[src/rtl/esd_pkg.sv]
// Package for the escape sequence decoder: result types, decode modes,
// character constants and the hex digit helper. No dependencies.
package esd_pkg;

  // Characters the decoder recognises.
  localparam logic [7:0] CH_BSLASH = 8'h5C;
  localparam logic [7:0] CH_T      = 8'h74;
  localparam logic [7:0] CH_N      = 8'h6E;
  localparam logic [7:0] CH_R      = 8'h72;
  localparam logic [7:0] CH_X      = 8'h78;
  localparam logic [7:0] CH_ZERO   = 8'h30;
  localparam logic [7:0] CH_SEVEN  = 8'h37;
  localparam logic [7:0] CH_TAB    = 8'h09;
  localparam logic [7:0] CH_LF     = 8'h0A;
  localparam logic [7:0] CH_CR     = 8'h0D;

  // Digits a numeric escape may hold before it is emitted.
  localparam logic [1:0] HEX_DIGITS = 2'd2;
  localparam logic [1:0] OCT_DIGITS = 2'd3;

  // Decoder mode.
  typedef enum logic [1:0] {
    MODE_PLAIN = 2'd0,
    MODE_ESC   = 2'd1,
    MODE_HEX   = 2'd2,
    MODE_OCT   = 2'd3
  } mode_t;

  // One result beat.
  typedef struct packed {
    logic [7:0] data;
    logic       vld;
    logic       eos;
  } res_t;

  // Results caused by one input beat, first result in r0.
  typedef struct packed {
    logic [1:0] count;
    res_t       r0;
    res_t       r1;
  } pair_t;

  // Hex digit value; bit 4 is set when the character is a hex digit.
  function automatic logic [4:0] hex_val(input logic [7:0] b);
    logic [7:0] d;
    d = 8'h00;
    if (b inside {[8'h30:8'h39]}) begin
      d = b - 8'h30;
      return {1'b1, d[3:0]};
    end else if (b inside {[8'h61:8'h66]}) begin
      d = b - 8'h57;
      return {1'b1, d[3:0]};
    end else if (b inside {[8'h41:8'h46]}) begin
      d = b - 8'h37;
      return {1'b1, d[3:0]};
    end
    return 5'd0;
  endfunction

endpackage

[src/rtl/esd_if.sv]
// Channel interfaces of the escape sequence decoder: the source byte
// channel and the decoded result channel. No dependencies.
interface esd_in_if;
  logic       valid;
  logic       ready;
  logic [7:0] in_byte;
  logic       in_last;

  modport source (output valid, in_byte, in_last, input ready);
  modport sink   (input valid, in_byte, in_last, output ready);
endinterface

interface esd_out_if;
  logic       valid;
  logic       ready;
  logic [7:0] out_byte;
  logic       out_valid;
  logic       out_end;

  modport source (output valid, out_byte, out_valid, out_end, input ready);
  modport sink   (input valid, out_byte, out_valid, out_end, output ready);
endinterface

[src/rtl/esd_step.sv]
// Decode step: escape state registers and the logic that turns one source
// byte into up to two results. Depends on esd_pkg.
module esd_step import esd_pkg::*; (
  input  logic       clk,
  input  logic       rst_n,
  input  logic       advance,
  input  logic [7:0] b,
  input  logic       last,
  output pair_t      pair
);

  mode_t      mode_r, mode_nxt;
  logic [7:0] val_r, val_nxt;
  logic [1:0] cnt_r, cnt_nxt;

  logic       flush_en, ch_en, plain, any;
  logic [7:0] flush_byte, ch_byte, acc;
  logic [4:0] hv;
  logic [7:0] oct_d;
  logic [1:0] cnt_inc;

  // Work out the next state and the results of this beat.
  always_comb begin
    mode_nxt   = mode_r;
    val_nxt    = val_r;
    cnt_nxt    = cnt_r;
    flush_en   = 1'b0;
    flush_byte = 8'h00;
    ch_en      = 1'b0;
    ch_byte    = b;
    plain      = 1'b0;
    any        = 1'b0;
    hv         = hex_val(b);
    oct_d      = b - CH_ZERO;
    cnt_inc    = cnt_r + 2'd1;
    acc        = 8'h00;
    pair       = '0;

    case (mode_r)
      MODE_PLAIN: begin
        plain = 1'b1;
      end
      MODE_ESC: begin
        mode_nxt = MODE_PLAIN;
        val_nxt  = 8'h00;
        cnt_nxt  = 2'd0;
        if (b == CH_T) begin
          ch_en   = 1'b1;
          ch_byte = CH_TAB;
        end else if (b == CH_N) begin
          ch_en   = 1'b1;
          ch_byte = CH_LF;
        end else if (b == CH_R) begin
          ch_en   = 1'b1;
          ch_byte = CH_CR;
        end else if (b == CH_X) begin
          mode_nxt = MODE_HEX;
        end else if (b inside {[CH_ZERO:CH_SEVEN]}) begin
          mode_nxt = MODE_OCT;
          val_nxt  = oct_d;
          cnt_nxt  = 2'd1;
        end else if (b != CH_LF) begin
          ch_en = 1'b1;
        end
      end
      MODE_HEX: begin
        if (hv[4]) begin
          acc     = {val_r[3:0], hv[3:0]};
          val_nxt = acc;
          cnt_nxt = cnt_inc;
          if (cnt_inc >= HEX_DIGITS) begin
            flush_en   = 1'b1;
            flush_byte = acc;
            mode_nxt   = MODE_PLAIN;
            val_nxt    = 8'h00;
            cnt_nxt    = 2'd0;
          end
        end else begin
          flush_en   = 1'b1;
          flush_byte = val_r;
          mode_nxt   = MODE_PLAIN;
          val_nxt    = 8'h00;
          cnt_nxt    = 2'd0;
          plain      = 1'b1;
        end
      end
      default: begin
        if (b inside {[CH_ZERO:CH_SEVEN]}) begin
          acc     = {val_r[4:0], oct_d[2:0]};
          val_nxt = acc;
          cnt_nxt = cnt_inc;
          if (cnt_inc >= OCT_DIGITS) begin
            flush_en   = 1'b1;
            flush_byte = acc;
            mode_nxt   = MODE_PLAIN;
            val_nxt    = 8'h00;
            cnt_nxt    = 2'd0;
          end
        end else begin
          flush_en   = 1'b1;
          flush_byte = val_r;
          mode_nxt   = MODE_PLAIN;
          val_nxt    = 8'h00;
          cnt_nxt    = 2'd0;
          plain      = 1'b1;
        end
      end
    endcase

    // A byte in plain mode either opens an escape or passes through.
    if (plain) begin
      if (b == CH_BSLASH) begin
        mode_nxt = MODE_ESC;
      end else begin
        ch_en   = 1'b1;
        ch_byte = b;
      end
    end

    // End of string: a pending numeric escape is emitted, state returns to reset.
    if (last) begin
      if (mode_nxt == MODE_HEX || mode_nxt == MODE_OCT) begin
        flush_en   = 1'b1;
        flush_byte = val_nxt;
      end
      mode_nxt = MODE_PLAIN;
      val_nxt  = 8'h00;
      cnt_nxt  = 2'd0;
    end

    // Pack the results in order.
    any = flush_en | ch_en;
    if (flush_en && ch_en) begin
      pair.count = 2'd2;
      pair.r0    = '{data: flush_byte, vld: 1'b1, eos: 1'b0};
      pair.r1    = '{data: ch_byte, vld: 1'b1, eos: last};
    end else if (any) begin
      pair.count = 2'd1;
      pair.r0    = '{data: (flush_en ? flush_byte : ch_byte), vld: 1'b1, eos: last};
    end else if (last) begin
      pair.count = 2'd1;
      pair.r0    = '{data: 8'h00, vld: 1'b0, eos: 1'b1};
    end
  end

  // State registers move on each accepted beat.
  always_ff @(posedge clk) begin
    if (!rst_n) begin
      mode_r <= MODE_PLAIN;
      val_r  <= 8'h00;
      cnt_r  <= 2'd0;
    end else if (advance) begin
      mode_r <= mode_nxt;
      val_r  <= val_nxt;
      cnt_r  <= cnt_nxt;
    end
  end

endmodule

[src/rtl/esd_outbuf.sv]
// Result register of the decoder: holds the up to two results of one beat
// and hands one out per cycle while res_ready is high. Depends on esd_pkg.
module esd_outbuf import esd_pkg::*; (
  input  logic  clk,
  input  logic  rst_n,
  input  logic  load,
  input  pair_t pair,
  output logic  can_load,
  output logic  res_valid,
  input  logic  res_ready,
  output res_t  res
);

  res_t       slot0_r, slot1_r;
  logic [1:0] cnt_r;
  logic       pop;

  assign res_valid = (cnt_r != 2'd0);
  assign res       = slot0_r;
  assign pop       = res_valid & res_ready;
  // New results may enter once the last held result leaves.
  assign can_load  = (cnt_r == 2'd0) || (cnt_r == 2'd1 && pop);

  // Count of results still held.
  always_ff @(posedge clk) begin
    if (!rst_n) begin
      cnt_r <= 2'd0;
    end else if (load && pair.count != 2'd0) begin
      cnt_r <= pair.count;
    end else if (pop) begin
      cnt_r <= cnt_r - 2'd1;
    end
  end

  // Result slots; the second moves forward when the first is taken.
  always_ff @(posedge clk) begin
    if (load && pair.count != 2'd0) begin
      slot0_r <= pair.r0;
      slot1_r <= pair.r1;
    end else if (pop) begin
      slot0_r <= slot1_r;
    end
  end

endmodule

[src/rtl/escape_sequence_decoder_top.sv]
// Escape sequence decoder, top level: joins the decode step and the result
// register to the channels. Depends on esd_pkg, esd_if, esd_step, esd_outbuf.
//
// The decoder takes one source byte per cycle while results are taken
// as they appear, and turns C-style escapes into bytes. A byte's first
// result appears the cycle after the byte is accepted. Most bytes give
// one result, taken at one per cycle while output ready is high. A
// non-digit byte ending a numeric escape can give two (the value, then
// the byte); it holds the input while the second result is handed out.
// Input ready is high while the result register is empty, or while it
// holds a single result that leaves in the same cycle, so input ready
// depends on output ready within the cycle.
// The last result of each string carries out_end; a string whose final
// byte gives nothing yields one result with out_valid low.
module escape_sequence_decoder_top import esd_pkg::*; (
  input  logic      clk,
  input  logic      rst_n,
  esd_in_if.sink    in_ch,
  esd_out_if.source out_ch
);

  pair_t pair;
  res_t  res;
  logic  can_load;
  logic  accept;

  assign in_ch.ready = can_load;
  assign accept      = in_ch.valid & can_load;

  // Decode logic and escape state.
  esd_step u_step (
    .clk     (clk),
    .rst_n   (rst_n),
    .advance (accept),
    .b       (in_ch.in_byte),
    .last    (in_ch.in_last),
    .pair    (pair)
  );

  // Result register.
  esd_outbuf u_outbuf (
    .clk       (clk),
    .rst_n     (rst_n),
    .load      (accept),
    .pair      (pair),
    .can_load  (can_load),
    .res_valid (out_ch.valid),
    .res_ready (out_ch.ready),
    .res       (res)
  );

  assign out_ch.out_byte  = res.data;
  assign out_ch.out_valid = res.vld;
  assign out_ch.out_end   = res.eos;

endmodule

[src/flat_wrapper.sv]
// flat-port wrapper written by rule: the top's interface ports become plain ports
module escape_sequence_decoder_top_flat import esd_pkg::*;
  (clk, rst_n, in_ch_valid, in_ch_in_byte, in_ch_in_last, in_ch_ready, out_ch_valid, out_ch_out_byte, out_ch_out_valid, out_ch_out_end, out_ch_ready);
  esd_in_if in_ch_i ();
  esd_out_if out_ch_i ();
  input  logic clk;
  input  logic rst_n;
  input wire logic [$bits(in_ch_i.valid)-1:0] in_ch_valid;
  input wire logic [$bits(in_ch_i.in_byte)-1:0] in_ch_in_byte;
  input wire logic [$bits(in_ch_i.in_last)-1:0] in_ch_in_last;
  output wire logic [$bits(in_ch_i.ready)-1:0] in_ch_ready;
  output wire logic [$bits(out_ch_i.valid)-1:0] out_ch_valid;
  output wire logic [$bits(out_ch_i.out_byte)-1:0] out_ch_out_byte;
  output wire logic [$bits(out_ch_i.out_valid)-1:0] out_ch_out_valid;
  output wire logic [$bits(out_ch_i.out_end)-1:0] out_ch_out_end;
  input wire logic [$bits(out_ch_i.ready)-1:0] out_ch_ready;
  assign in_ch_i.valid = in_ch_valid;
  assign in_ch_i.in_byte = in_ch_in_byte;
  assign in_ch_i.in_last = in_ch_in_last;
  assign in_ch_ready = in_ch_i.ready;
  assign out_ch_valid = out_ch_i.valid;
  assign out_ch_out_byte = out_ch_i.out_byte;
  assign out_ch_out_valid = out_ch_i.out_valid;
  assign out_ch_out_end = out_ch_i.out_end;
  assign out_ch_i.ready = out_ch_ready;
  escape_sequence_decoder_top u_core (.clk(clk), .rst_n(rst_n), .in_ch(in_ch_i), .out_ch(out_ch_i));
endmodule
[config.mk]
export PLATFORM = sky130hd
export DESIGN_NAME = escape_sequence_decoder_top_flat
export DESIGN_NICKNAME = d
export VERILOG_FILES = /design/src/rtl/esd_pkg.sv /design/src/rtl/esd_if.sv /design/src/rtl/esd_step.sv /design/src/rtl/esd_outbuf.sv /design/src/rtl/escape_sequence_decoder_top.sv /design/src/flat_wrapper.sv
export SDC_FILE = /design/constraint.sdc
export NUM_CORES = 1
export LEC_CHECK = 0
export ABC_CLOCK_PERIOD_IN_PS = 5200
export BUFFER_PORTS_ARGS = -buffer_cell sky130_fd_sc_hd__buf_4
export CAP_MARGIN = 20
export CORE_ASPECT_RATIO = 1.75
export CORE_MARGIN = 4
export CORE_UTILIZATION = 38
export DETAILED_ROUTE_END_ITERATION = 8
export PLACE_DENSITY = 0.66
export RECOVER_POWER = 25
export SYNTH_ARGS = -nofsm -noshare
export SYNTH_HDL_FRONTEND = slang
export SYNTH_SLANG_ARGS = --single-unit
[constraint.sdc]
create_clock -name clk -period 5.2 [get_ports clk]
set_input_delay 0.52 -clock clk [delete_from_list [all_inputs] [get_ports clk]]
set_output_delay 0.52 -clock clk [all_outputs]
set_load 0.03 [all_outputs]
==> flow_summary_export.csv <==
group,metric,value,unit
timing,fin_crit,3.86,ns
floorplanning,die_h,128,um
synth,yosys_warnings,0,
cells_and_area,finalInstanceArea,3430,um2
synth,async_flop_share,0,%
worst_setup_path,critPathRequiredTime,5.37,ns
synth,synth_area_leaders,"edfxtp_1 (19%), dfxtp_1 (8.9%), ha_1 (7.2%)",
cells_and_area,syn2layout_area_growth,8.82,%
global_routing,grt_pass1_wl,15700,um
synth,syn-num-nets,402,
floorplanning,die_w,76.8,um
pwr,power_density,272,nW/um2
drt,antenna_left,0,
synth,avgSynthCellArea,8.49,um2
worst_hold_path,worstHoldPathType,"flip-flop to flip-flop",
cells_and_area,final_nets,413,
pwr,vdd_drop_max,0.111,mV
cts,clock_latency,0.28,ns
worst_setup_path,cpPeakStageDelay,0.64,ns
cts,cts_setup_buffers,0,
drt,drt-total-wl,9790,um
cts,cts-resized-gates,0,
floorplanning,io_pins,25,
cts,ctsHoldBuffers,0,
pwr,p_leak,0.00123,uW
cts,cts_buffers,5,
placed_design,place_congestion,1.01,
cells_and_area,n_fill_cell,810,
run,maxCapViolations,0,
synth,synth_cell_types,81,
placed_design,dp_hpwl,7520,um
floorplanning,start_util,39.3,%
worst_setup_path,crit_arrival,4.03,ns
global_routing,grt_max_degree,29,
timing,setup_violations,0,
cells_and_area,drive_above_1_share,12.0,%
drt,firstDrtPassIters,5,
drt,via_per_inst,6.31,
timing,rsz0062_at_grt,"no",
floorplanning,coreArea,8020,um2
synth,synth_edf_count,20,
synth,ys_ff_latch,34,
timing,setup_tns,0,ns
cts,htreeDepth,2,
synth,synth_top_area_share,19.1,%
cts,cts.sinks,34,
global_routing,track_usage,20.3,%
placed_design,dpl_cell_area,3340,um2
cts,cts_max_path_buffers,2,
synth,synth_area_leader_cell,"edfxtp_1",
drt,drcViolationCount,0,
worst_setup_path,cp-start-kind,"input pin",
synth,synth_seq_area_share,28.0,%
timing,fin_worst_skew,0.00233,ns
cts,cts_tree,"built",
drt,drt-initial-drc-count,178,
floorplanning,row_count,43,
floorplanning,dieArea,9860,um2
worst_setup_path,critPathBufInv,1,
synth,netlist_instances,371,
global_routing,antenna_found_initial,0,
worst_setup_path,crit_path_max_fanout,28,
timing,fmax,259,MHz
timing,slew_violations,0,
timing,worst_pin_slew,0.942,ns
worst_setup_path,path_cells,"clkbuf_1 -> ha_1 -> nor4b_1 -> a31o_1 -> nand2_1 -> o211ai_2 -> a31oi_4 -> or2_1 -> o221a_1",
timing,post-route-period-util,74.2,%
global_routing,grt_overflow,0,
global_routing,grt_pass1_vias,2926,
synth,netlist_area,3150,um2
worst_setup_path,crit_family,"compound AO/OA/AOI/OAI gates",
synth,synth_flop_cell,"edfxtp_1",
worst_setup_path,cp_slowest_cell,"a31o_1",
drt,avgRoutedWirePerCell,20.7,um
worst_setup_path,critical_path_class,"input pin to flip-flop",
cells_and_area,antenna_cells,0,
cts,clk_pin_slew,0.05,ns
placed_design,portBuffers,24,
timing,worst_slew_margin_rel,36.9,%
drt,vias,2985,
outcome,status,"complete, no violations",
cts,cts_root_buf,"clkbuf_16",
timing,hold_viol,0,
worst_setup_path,crit_path_end_kind,"flip-flop",
## power breakdown
group / internal, uW / switching (uW)
sequential: 348 / 13.6
combinational: 71.1 / 199
clock: 189 / 111
total: 608 / 323
## tightest hold or removal path, stage by stage, from the launching register on
cell and delay (ns):
dfxtp_1 0.32, nand2_1 0.06, o22ai_1 0.06
## layer usage
layer,wire length [um],part of all wire (%),track usage (%),vias up
li1,-,-,-,1412
met1,3570,36,21.4,1404
met2,5050,52,36.3,129
met3,442,4.5,2.03,40
met4,728,7.4,16.3,0
met5,0,0,0,-
## synthesized netlist by cell type (all sizes together), types with 4 or more instances
cell type  instances
nor3               9
o31ai              6
a21oi             14
clkbuf            12
or2                4
edfxtp            20
o22ai              9
a22oi             10
nor2              26
dfxtp             14
a211oi             4
nand2b             6
ha                18
nand3             17
a21boi             6
buf               10
a221o              6
nand2             43
inv               26
and2               6
a21o               5
a32oi              5
nor2b             12
o21ai             20
a31oi              6
## layout by cell type, fill, tap and decap left out, types with 3 or more instances in the layout
cell type	netlist	layout
nor2_1	25	25
o22ai_1	7	7
a22oi_1	10	10
nor3_1	8	8
mux2i_1	3	3
a221o_1	6	6
dfxtp_1	14	14
nor2b_1	12	12
nand2b_1	6	6
o21bai_1	3	3
a211oi_1	4	4
and2_1	6	6
buf_4	2	13
and3_1	3	3
nand3_1	17	17
o21ai_0	18	18
a31oi_1	4	5
o31ai_1	4	4
clkbuf_16	0	5
edfxtp_1	20	20
nand2_1	43	43
clkbuf_1	12	13
ha_1	18	18
o211a_1	3	3
a32oi_1	5	5
inv_1	25	25
a21o_1	4	4
a21boi_0	6	6
a21oi_1	13	13
## flip-flops by register name (all words and copies together) (netlist names)
register and cells:
u_core.u_outbuf.slot1_r 10, u_core.u_step.cnt_r 2, u_core.u_outbuf.cnt_r 2, u_core.u_step.mode_r 2, u_core.u_outbuf.res 10, u_core.u_step.val_r 8
## stage by stage
| step | hold WS, ns | total power [uW] | utilization (%) | std cells | setup WS, ns |
|---|---|---|---|---|---|
| floorplan | 0.458 | 568 | - | 371 | 2.37 |
| global placement | 0.473 | 667 | 41.7 | 465 | 1.50 |
| detailed placement | 0.488 | 670 | 41.7 | 465 | 1.37 |
| CTS | 0.498 | 973 | 43.6 | 473 | 1.65 |
| global route | 0.532 | 980 | 42.7 | 473 | 0.988 |
| finish | 0.490 | 931 | 42.7 | 473 | 1.34 |
## cell families after synthesis
kind of cell / count (synthesis) / share of synthesized area, %
AND/OR/NAND/NOR: 138 / 23.1
multiplexers: 4 / 1.31
AO/OA/AOI/OAI: 127 / 33.3
adder cells (fa/ha/maj): 18 / 7.15
XOR/XNOR: 2 / 0.557
buffers and inverters: 48 / 6.64
flip-flops: 34 / 28.0
## worst paths after layout
check	startpoint	end	slack (ns)	depth (start not counted)
worst max-delay path	in_ch_in_byte[4]	u_core.u_outbuf.cnt_r[1]	1.34	9
worst min register to register	u_core.u_outbuf.cnt_r[0]	u_core.u_outbuf.cnt_r[0]	0.49	2
worst min-delay path	u_core.u_outbuf.cnt_r[0]	u_core.u_outbuf.cnt_r[0]	0.49	2
worst max register to register	u_core.u_step.mode_r[1]	u_core.u_outbuf.res[2]	1.85	9
## cell type report
class,count,area [um2],area share [%]
Clock buffer,6,139,4.05
Clock inverter,2,12.5,0.365
Inverter,26,97.6,2.85
Multi-Input combinational cell,289,2040,59.5
Sequential cell,34,881,25.7
Tap cell,90,113,3.29
Timing Repair Buffer,26,146,4.27
(Power assumes the default switching activity.)
